$ cat src/rtl/dcct_pkg.sv
// Shared types and constants of the duty-cycle throttle.
// Used by dcct_ctrl, dcct_dp and duty_cycle_cpu_throttle; no dependencies.
`default_nettype none
package dcct_pkg;

   localparam int WINDOW_DEPTH_DEF = 10;

   localparam int TIME_W  = 48;
   localparam int TICK_W  = 32;
   localparam int WORK_W  = 20;
   localparam int LIM_W   = 7;
   localparam int HZ_W    = 14;
   localparam int Q16_W   = 17;
   localparam int SUM_W   = 26;   // holds up to 63 run times
   localparam int BUSY_W  = 52;
   localparam int SPAN_W  = 62;
   localparam int LH_W    = 21;
   localparam int NUM_W   = 47;
   localparam int DEN_W   = 59;
   localparam int WPROD_W = 67;
   localparam int DVD_W   = 68;
   localparam int DVS_W   = 62;
   localparam int QUO_W   = 21;   // every quotient here is below 2^21
   localparam int CNT_W   = 5;
   localparam int MUL_A_W = 48;
   localparam int MUL_B_W = 27;
   localparam int MUL_P_W = MUL_A_W + MUL_B_W;
   localparam int CSR_A_W = 2;
   localparam int REQ_W   = 104;
   localparam int RSP_W   = 80;

   localparam logic [MUL_B_W-1:0] US_PER_S     = 27'd1000000;
   localparam logic [MUL_B_W-1:0] US_PER_S_PCT = 27'd100000000;
   localparam logic [Q16_W-1:0]   Q16_ONE      = 17'd65536;
   localparam logic [LIM_W-1:0]   PCT_FULL     = 7'd100;

   // floor(x / 100) = (x * RECIP_PCT) >> RECIP_SH for any x below 2^30
   localparam logic [MUL_B_W-1:0] RECIP_PCT = 27'd85899346;
   localparam int                 RECIP_SH  = 33;

   localparam logic [LIM_W-1:0]  LIMIT_RST  = 7'd100;
   localparam logic [WORK_W-1:0] PERIOD_RST = 20'd100000;
   localparam logic [HZ_W-1:0]   HZ_RST     = 14'd100;

   localparam logic [CSR_A_W-1:0] CSR_LIMIT     = 2'd0;
   localparam logic [CSR_A_W-1:0] CSR_PERIOD    = 2'd1;
   localparam logic [CSR_A_W-1:0] CSR_TICK_RATE = 2'd2;

   typedef enum logic [4:0] {
      OP_NONE, OP_LOAD, OP_READ_OLD, OP_CAPTURE, OP_STEP, OP_ACCUM,
      OP_MUL_BUSY, OP_MUL_SPAN, OP_MUL_LH, OP_MUL_NUM, OP_MUL_DEN,
      OP_MUL_WORK, OP_MUL_FB, OP_FB_WORK, OP_FB_SHARE,
      OP_DIV_SHARE, OP_DIV_RATE, OP_DIV_WORK,
      OP_TAKE_SHARE, OP_TAKE_RATE, OP_TAKE_WORK,
      OP_SHARE_ONE, OP_RATE_ONE, OP_WORK_PER, OP_PUSH
   } op_type;

   typedef enum logic [4:0] {
      S_IDLE, S_ROUTE, S_READ_OLD, S_CAPTURE, S_STEP, S_ACCUM, S_CHECK,
      S_MUL_BUSY, S_MUL_SPAN, S_MUL_LH, S_MUL_NUM, S_MUL_DEN,
      S_SHARE, S_SHARE_WAIT, S_RATE, S_RATE_WAIT,
      S_WORK, S_WORK_DIV, S_WORK_WAIT,
      S_FB_MUL, S_FB_WORK, S_FB_SHARE,
      S_DONE
   } state_type;

   typedef struct packed {
      op_type op;
   } cmd_type;

   typedef struct packed {
      logic first;       // window was empty or restarted
      logic at_newest;   // window walk reached the newest entry
      logic est_ok;      // elapsed time and run time both nonzero
      logic share_sat;
      logic rate_sat;
      logic work_per;    // slice is the full period
      logic div_busy;
      logic out_free;
   } status_type;

endpackage
`default_nettype wire

$ cat src/rtl/dcct_ctrl.sv
// Sequencer of the duty-cycle throttle: steps the datapath through the window
// walk, products and divisions. Depends on dcct_pkg.
`default_nettype none
module dcct_ctrl (
   input  wire                  clock,
   input  wire                  reset,
   input  wire                  req_tvalid,
   output logic                 req_tready,
   output dcct_pkg::cmd_type    cmd,
   input  dcct_pkg::status_type stat
);
   import dcct_pkg::*;

   state_type state_ff, state_in;

   always_ff @(posedge clock) begin
      if (reset) begin
         state_ff <= S_IDLE;
      end else begin
         state_ff <= state_in;
      end
   end

   always_comb begin
      state_in   = state_ff;
      cmd.op     = OP_NONE;
      req_tready = 1'b0;
      case (state_ff)
         S_IDLE: begin
            req_tready = 1'b1;
            if (req_tvalid) begin
               cmd.op   = OP_LOAD;
               state_in = S_ROUTE;
            end
         end
         S_ROUTE:    state_in = stat.first ? S_FB_MUL : S_READ_OLD;
         S_READ_OLD: begin
            cmd.op   = OP_READ_OLD;
            state_in = S_CAPTURE;
         end
         S_CAPTURE: begin
            cmd.op   = OP_CAPTURE;
            state_in = S_STEP;
         end
         S_STEP: begin
            cmd.op   = OP_STEP;
            state_in = stat.at_newest ? S_CHECK : S_ACCUM;
         end
         S_ACCUM: begin
            cmd.op   = OP_ACCUM;
            state_in = S_STEP;
         end
         S_CHECK:    state_in = stat.est_ok ? S_MUL_BUSY : S_FB_MUL;
         S_MUL_BUSY: begin
            cmd.op   = OP_MUL_BUSY;
            state_in = S_MUL_SPAN;
         end
         S_MUL_SPAN: begin
            cmd.op   = OP_MUL_SPAN;
            state_in = S_MUL_LH;
         end
         S_MUL_LH: begin
            cmd.op   = OP_MUL_LH;
            state_in = S_MUL_NUM;
         end
         S_MUL_NUM: begin
            cmd.op   = OP_MUL_NUM;
            state_in = S_MUL_DEN;
         end
         S_MUL_DEN: begin
            cmd.op   = OP_MUL_DEN;
            state_in = S_SHARE;
         end
         S_SHARE: begin
            if (stat.share_sat) begin
               cmd.op   = OP_SHARE_ONE;
               state_in = S_RATE;
            end else begin
               cmd.op   = OP_DIV_SHARE;
               state_in = S_SHARE_WAIT;
            end
         end
         S_SHARE_WAIT: begin
            if (!stat.div_busy) begin
               cmd.op   = OP_TAKE_SHARE;
               state_in = S_RATE;
            end
         end
         S_RATE: begin
            if (stat.rate_sat) begin
               cmd.op   = OP_RATE_ONE;
               state_in = S_WORK;
            end else begin
               cmd.op   = OP_DIV_RATE;
               state_in = S_RATE_WAIT;
            end
         end
         S_RATE_WAIT: begin
            if (!stat.div_busy) begin
               cmd.op   = OP_TAKE_RATE;
               state_in = S_WORK;
            end
         end
         S_WORK: begin
            if (stat.work_per) begin
               cmd.op   = OP_WORK_PER;
               state_in = S_DONE;
            end else begin
               cmd.op   = OP_MUL_WORK;
               state_in = S_WORK_DIV;
            end
         end
         S_WORK_DIV: begin
            cmd.op   = OP_DIV_WORK;
            state_in = S_WORK_WAIT;
         end
         S_WORK_WAIT: begin
            if (!stat.div_busy) begin
               cmd.op   = OP_TAKE_WORK;
               state_in = S_DONE;
            end
         end
         S_FB_MUL: begin
            cmd.op   = OP_MUL_FB;
            state_in = S_FB_WORK;
         end
         S_FB_WORK: begin
            cmd.op   = OP_FB_WORK;
            state_in = S_FB_SHARE;
         end
         S_FB_SHARE: begin
            cmd.op   = OP_FB_SHARE;
            state_in = S_DONE;
         end
         S_DONE: begin
            if (stat.out_free) begin
               cmd.op   = OP_PUSH;
               state_in = S_IDLE;
            end
         end
         default: state_in = S_IDLE;
      endcase
   end

endmodule
`default_nettype wire

$ cat config.mk
export PLATFORM = sky130hd
export DESIGN_NAME = dcct_ctrl
export DESIGN_NICKNAME = d
export VERILOG_FILES = /design/src/rtl/dcct_pkg.sv /design/src/rtl/dcct_ctrl.sv
export SDC_FILE = /design/constraint.sdc
export NUM_CORES = 1
export LEC_CHECK = 0
export BUFFER_PORTS_ARGS = -buffer_cell sky130_fd_sc_hd__buf_2
export CORE_MARGIN = 1.5
export CORE_UTILIZATION = 49
export CTS_BUF_LIST = sky130_fd_sc_hd__clkbuf_4 sky130_fd_sc_hd__clkbuf_8 sky130_fd_sc_hd__clkbuf_16
export DETAILED_ROUTE_END_ITERATION = 8
export GPL_TIMING_DRIVEN = 0
export PLACE_DENSITY = 0.76
export SYNTH_ARGS = -nofsm -noshare
export SYNTH_HDL_FRONTEND = slang
export SYNTH_SLANG_ARGS = --single-unit
$ cat constraint.sdc
create_clock -name clock -period 1.78 [get_ports clock]
set_clock_uncertainty 0.2 [all_clocks]
set_input_delay 0.356 -clock clock [delete_from_list [all_inputs] [get_ports clock]]
set_output_delay 0.356 -clock clock [all_outputs]
set_load 0.02 [all_outputs]
==> flow_metrics.py <==
metrics = {
    "run_status": {
        "status": "finished with violations",
        "violations": "DRC, setup timing",
    },
    "worst_setup_path": {
        "cp.depth": 7,
        "critPathSlowestCell": "dfxtp_2",
        "end_kind": "output port",
        "crit_start": "state_ff[1]$_SDFFE_PP0P_",
        "crit_arrival_ns": 1.74,
        "crit-reg2reg-launch": "state_ff[3]$_SDFFE_PP0P_",
        "reg2reg_depth": 7,
        "path_buf_inv": 3,
        "path_class": "register to output port",
        "crit_chain": "buf_8 -> buf_8 -> nor2_2 -> nand3b_1 -> a21oi_1 -> a221o_1 -> buf_6",
        "crit_path_frequent_cell": "buf_8",
        "max_stage_delay_ns": 0.33,
        "reg2reg_to": "state_ff[1]$_SDFFE_PP0P_",
        "start_kind": "register",
        "cp_max_fo": 7,
        "crit_required_ns": 1.22,
        "rrSetupSlack_ns": -0.28,
        "critical-path-top-delay-family": "buffers and inverters",
    },
    "drt": {
        "drt-total-wl_mm": 6.343,
        "drc": 72,
        "antenna_left": 0,
        "wl_per_cell_um": 29.50,
        "via_per_inst": 8.074,
        "vias": 1736,
        "drtPass1Iterations": 9,
        "drt_iter0_drc": 347,
    },
    "placement": {
        "hpwl_mm": 2.168,
        "place.gp.congestion": 0.9009,
        "place_ws_ns": -0.2775,
        "io_buffers": 16,
    },
    "sta": {
        "fmax_ghz": 0.4349,
        "slew_headroom_pct": 64.50,
        "worst_slack_ns": -0.5191,
        "finalMaxSlewViolations": 0,
        "timing.final.crit_share_pct": 129.2,
        "tightest_slew_ns": 0.5256,
        "finalCriticalPeriod_ns": 2.299,
        "setup_violations": 11,
        "grt_setup_unrepaired": "yes",
        "hold_viol": 0,
    },
    "clock_tree": {
        "clkSinkCount": 5,
        "clock_latency_ns": 0.24,
        "htree_levels": 1,
        "clkTransAtPathRegs_ns": 0.05,
        "clk_path_buf_depth": 2,
        "cts_buffers": 3,
        "cts_root_buf": "clkbuf_4",
        "cts_tree": "done",
    },
    "floorplan": {
        "die_h_um": 46.38,
        "rows": 15,
        "core_area_um2": 1745,
        "ioPinCount": 17,
        "die_area_um2": 2151,
        "initial_core_util_pct": 52.83,
        "dieWidth_um": 46.38,
    },
    "global_routing": {
        "grt_max_degree": 11,
        "grt_pass1_wl_mm": 7.962,
        "grt_pass1_vias": 1571,
        "antenna_found_initial": 0,
        "grt_overflow": 0,
        "track_usage_pct": 53.11,
    },
    "finish": {
        "nets": 202,
        "final.fill_count": 47,
        "utilization_pct": 94.91,
        "largest_reg_flops": 5,
        "antennaDiodeCount": 0,
        "reg_top3": "state_ff: 5 flops",
        "area_delta_synth_final_pct": 79.65,
        "largest_register": "state_ff",
        "drive_gt1_share_pct": 56.84,
    },
    "power": {
        "pwr_density_cell_nw_per_um2": 1424,
        "irDropWorstVdd_mv": 1.108,
        "power.leakage_uw": 0.0006670,
    },
    "logic_synthesis": {
        "syn_inst": 136,
        "yosysTopAreaCellShare_pct": 10.85,
        "avgSynthCellArea_um2": 6.780,
        "syn-num-nets": 147,
        "synth.area.top_cells": "dfxtp_1 (11%), a21oi_1 (7.6%), nor2_1 (5.7%)",
        "yosysSeqAreaShare_pct": 10.85,
        "synth.distinct_cells": 50,
        "yosysTopAreaCell": "dfxtp_1",
        "yosys_warnings": 0,
        "ys_ff_latch": 5,
        "ys.flop_type": "dfxtp_1",
        "synth_edf_count": 0,
        "synth_area_um2": 922.1,
        "async_flop_share_pct": 0,
    },
    "hold_path": {
        "worstHoldStart": "reset",
        "hp-class": "input pin to register",
        "min_path_cells": 2,
        "worstHoldEndpoint": "state_ff[3]$_SDFFE_PP0P_",
    },
    "job": {
        "drv_cap": 0,
    },
}
-- stage by stage --
step | std cells | power (uW) | hold WS (ns) | instance area (um^2) | setup TNS (ns)
detailed placement | 177 | 1301 | 0.3852 | 1127 | -0.9928
global placement | 177 | 1291 | 0.3767 | 1127 | -0.8729
CTS | 213 | 1977 | 0.1257 | 1582 | -1.766
floorplan | 136 | 1060 | 0.2251 | 1016 | 0
finish | 215 | 2359 | 0.1374 | 1657 | -3.724
global route | 215 | 2384 | 0.1384 | 1657 | -4.256
-- worst max-delay path by stage --
| stage | end | slack [ns] |
|---|---|---|
| 2_1_floorplan | cmd[3] | 0.001 |
| 3_3_place_gp | cmd[1] | -0.24 |
| 3_5_place_dp | cmd[1] | -0.28 |
| 4_1_cts | cmd[1] | -0.34 |
| 5_1_grt | cmd[3] | -0.53 |
| 6_report | cmd[3] | -0.52 |
-- cell usage after synthesis (4+ instances only) --
| master | n |
|---|---|
| a21oi_1 | 14 |
| a22oi_1 | 5 |
| buf_2 | 5 |
| buf_4 | 6 |
| dfxtp_1 | 5 |
| inv_2 | 4 |
| nand2_1 | 9 |
| nand2b_1 | 4 |
| nand3_1 | 6 |
| nor2_1 | 14 |
| nor2b_1 | 4 |
| nor3_1 | 5 |
| o21ai_0 | 5 |
| o21ai_1 | 4 |
-- logic make-up (layout without fill, tap and decap cells) --
logic type | Yosys count | after routing | synth area share [%]
xor+xnor | 2 | 2 | 1.900
simple gates | 56 | 56 | 33.65
mux | 1 | 1 | 1.086
flops | 5 | 5 | 10.86
compound gates | 54 | 54 | 41.25
buf+inv | 18 | 72 | 11.26
-- layer usage --
| layer | track usage [%] | routed length [um] |
|---|---|---|
| met1 | 60.09 | 2006 |
| met2 | 77.50 | 2384 |
| met3 | 25.10 | 1093 |
| met4 | 37.14 | 858 |
| met5 | 0 | 0 |
-- where the power goes --
part	internal [uW]	total, uW	switching [uW]
sequential	158	223	65.0
clock	99.9	145	44.8
combinational	902	1990	1090
total	1160	2360	1200
-- cell type report --
class | instances | area (um^2) | area share (%)
Sequential cell | 5 | 113.9 | 6.873
Timing Repair Buffer | 51 | 411.6 | 24.85
Multi-Input combinational cell | 113 | 885.9 | 53.47
Tap cell | 25 | 31.28 | 1.888
Buffer | 11 | 157.7 | 9.517
Clock buffer | 4 | 30.03 | 1.813
Inverter | 6 | 26.28 | 1.586
-- timing repair --
item                                    in CTS  in global routing
pin swaps                                   14                 12
gates resized for setup                     45                 15
buffers inserted                            30                  2
hold buffers                                 0                  0
gates cloned                                 3                  0
endpoints found under the setup margin       7                 11
-- cell usage in the layout, fill, tap and decap left out, drive strengths merged, types with 2 or more instances in the layout --
master and count:
buf 62, nor2 14, a21oi 14, nand2 9
o21ai 9, nand3 6, inv 5, a22oi 5
nor3 5, dfxtp 5, nor2b 5, nand2b 4
clkbuf 4, a22o 3, o2bb2ai 3, a31oi 3
a21o 2, a311oi 2, nor4 2, o41ai 2
Power figures use the tool's default switching activity.
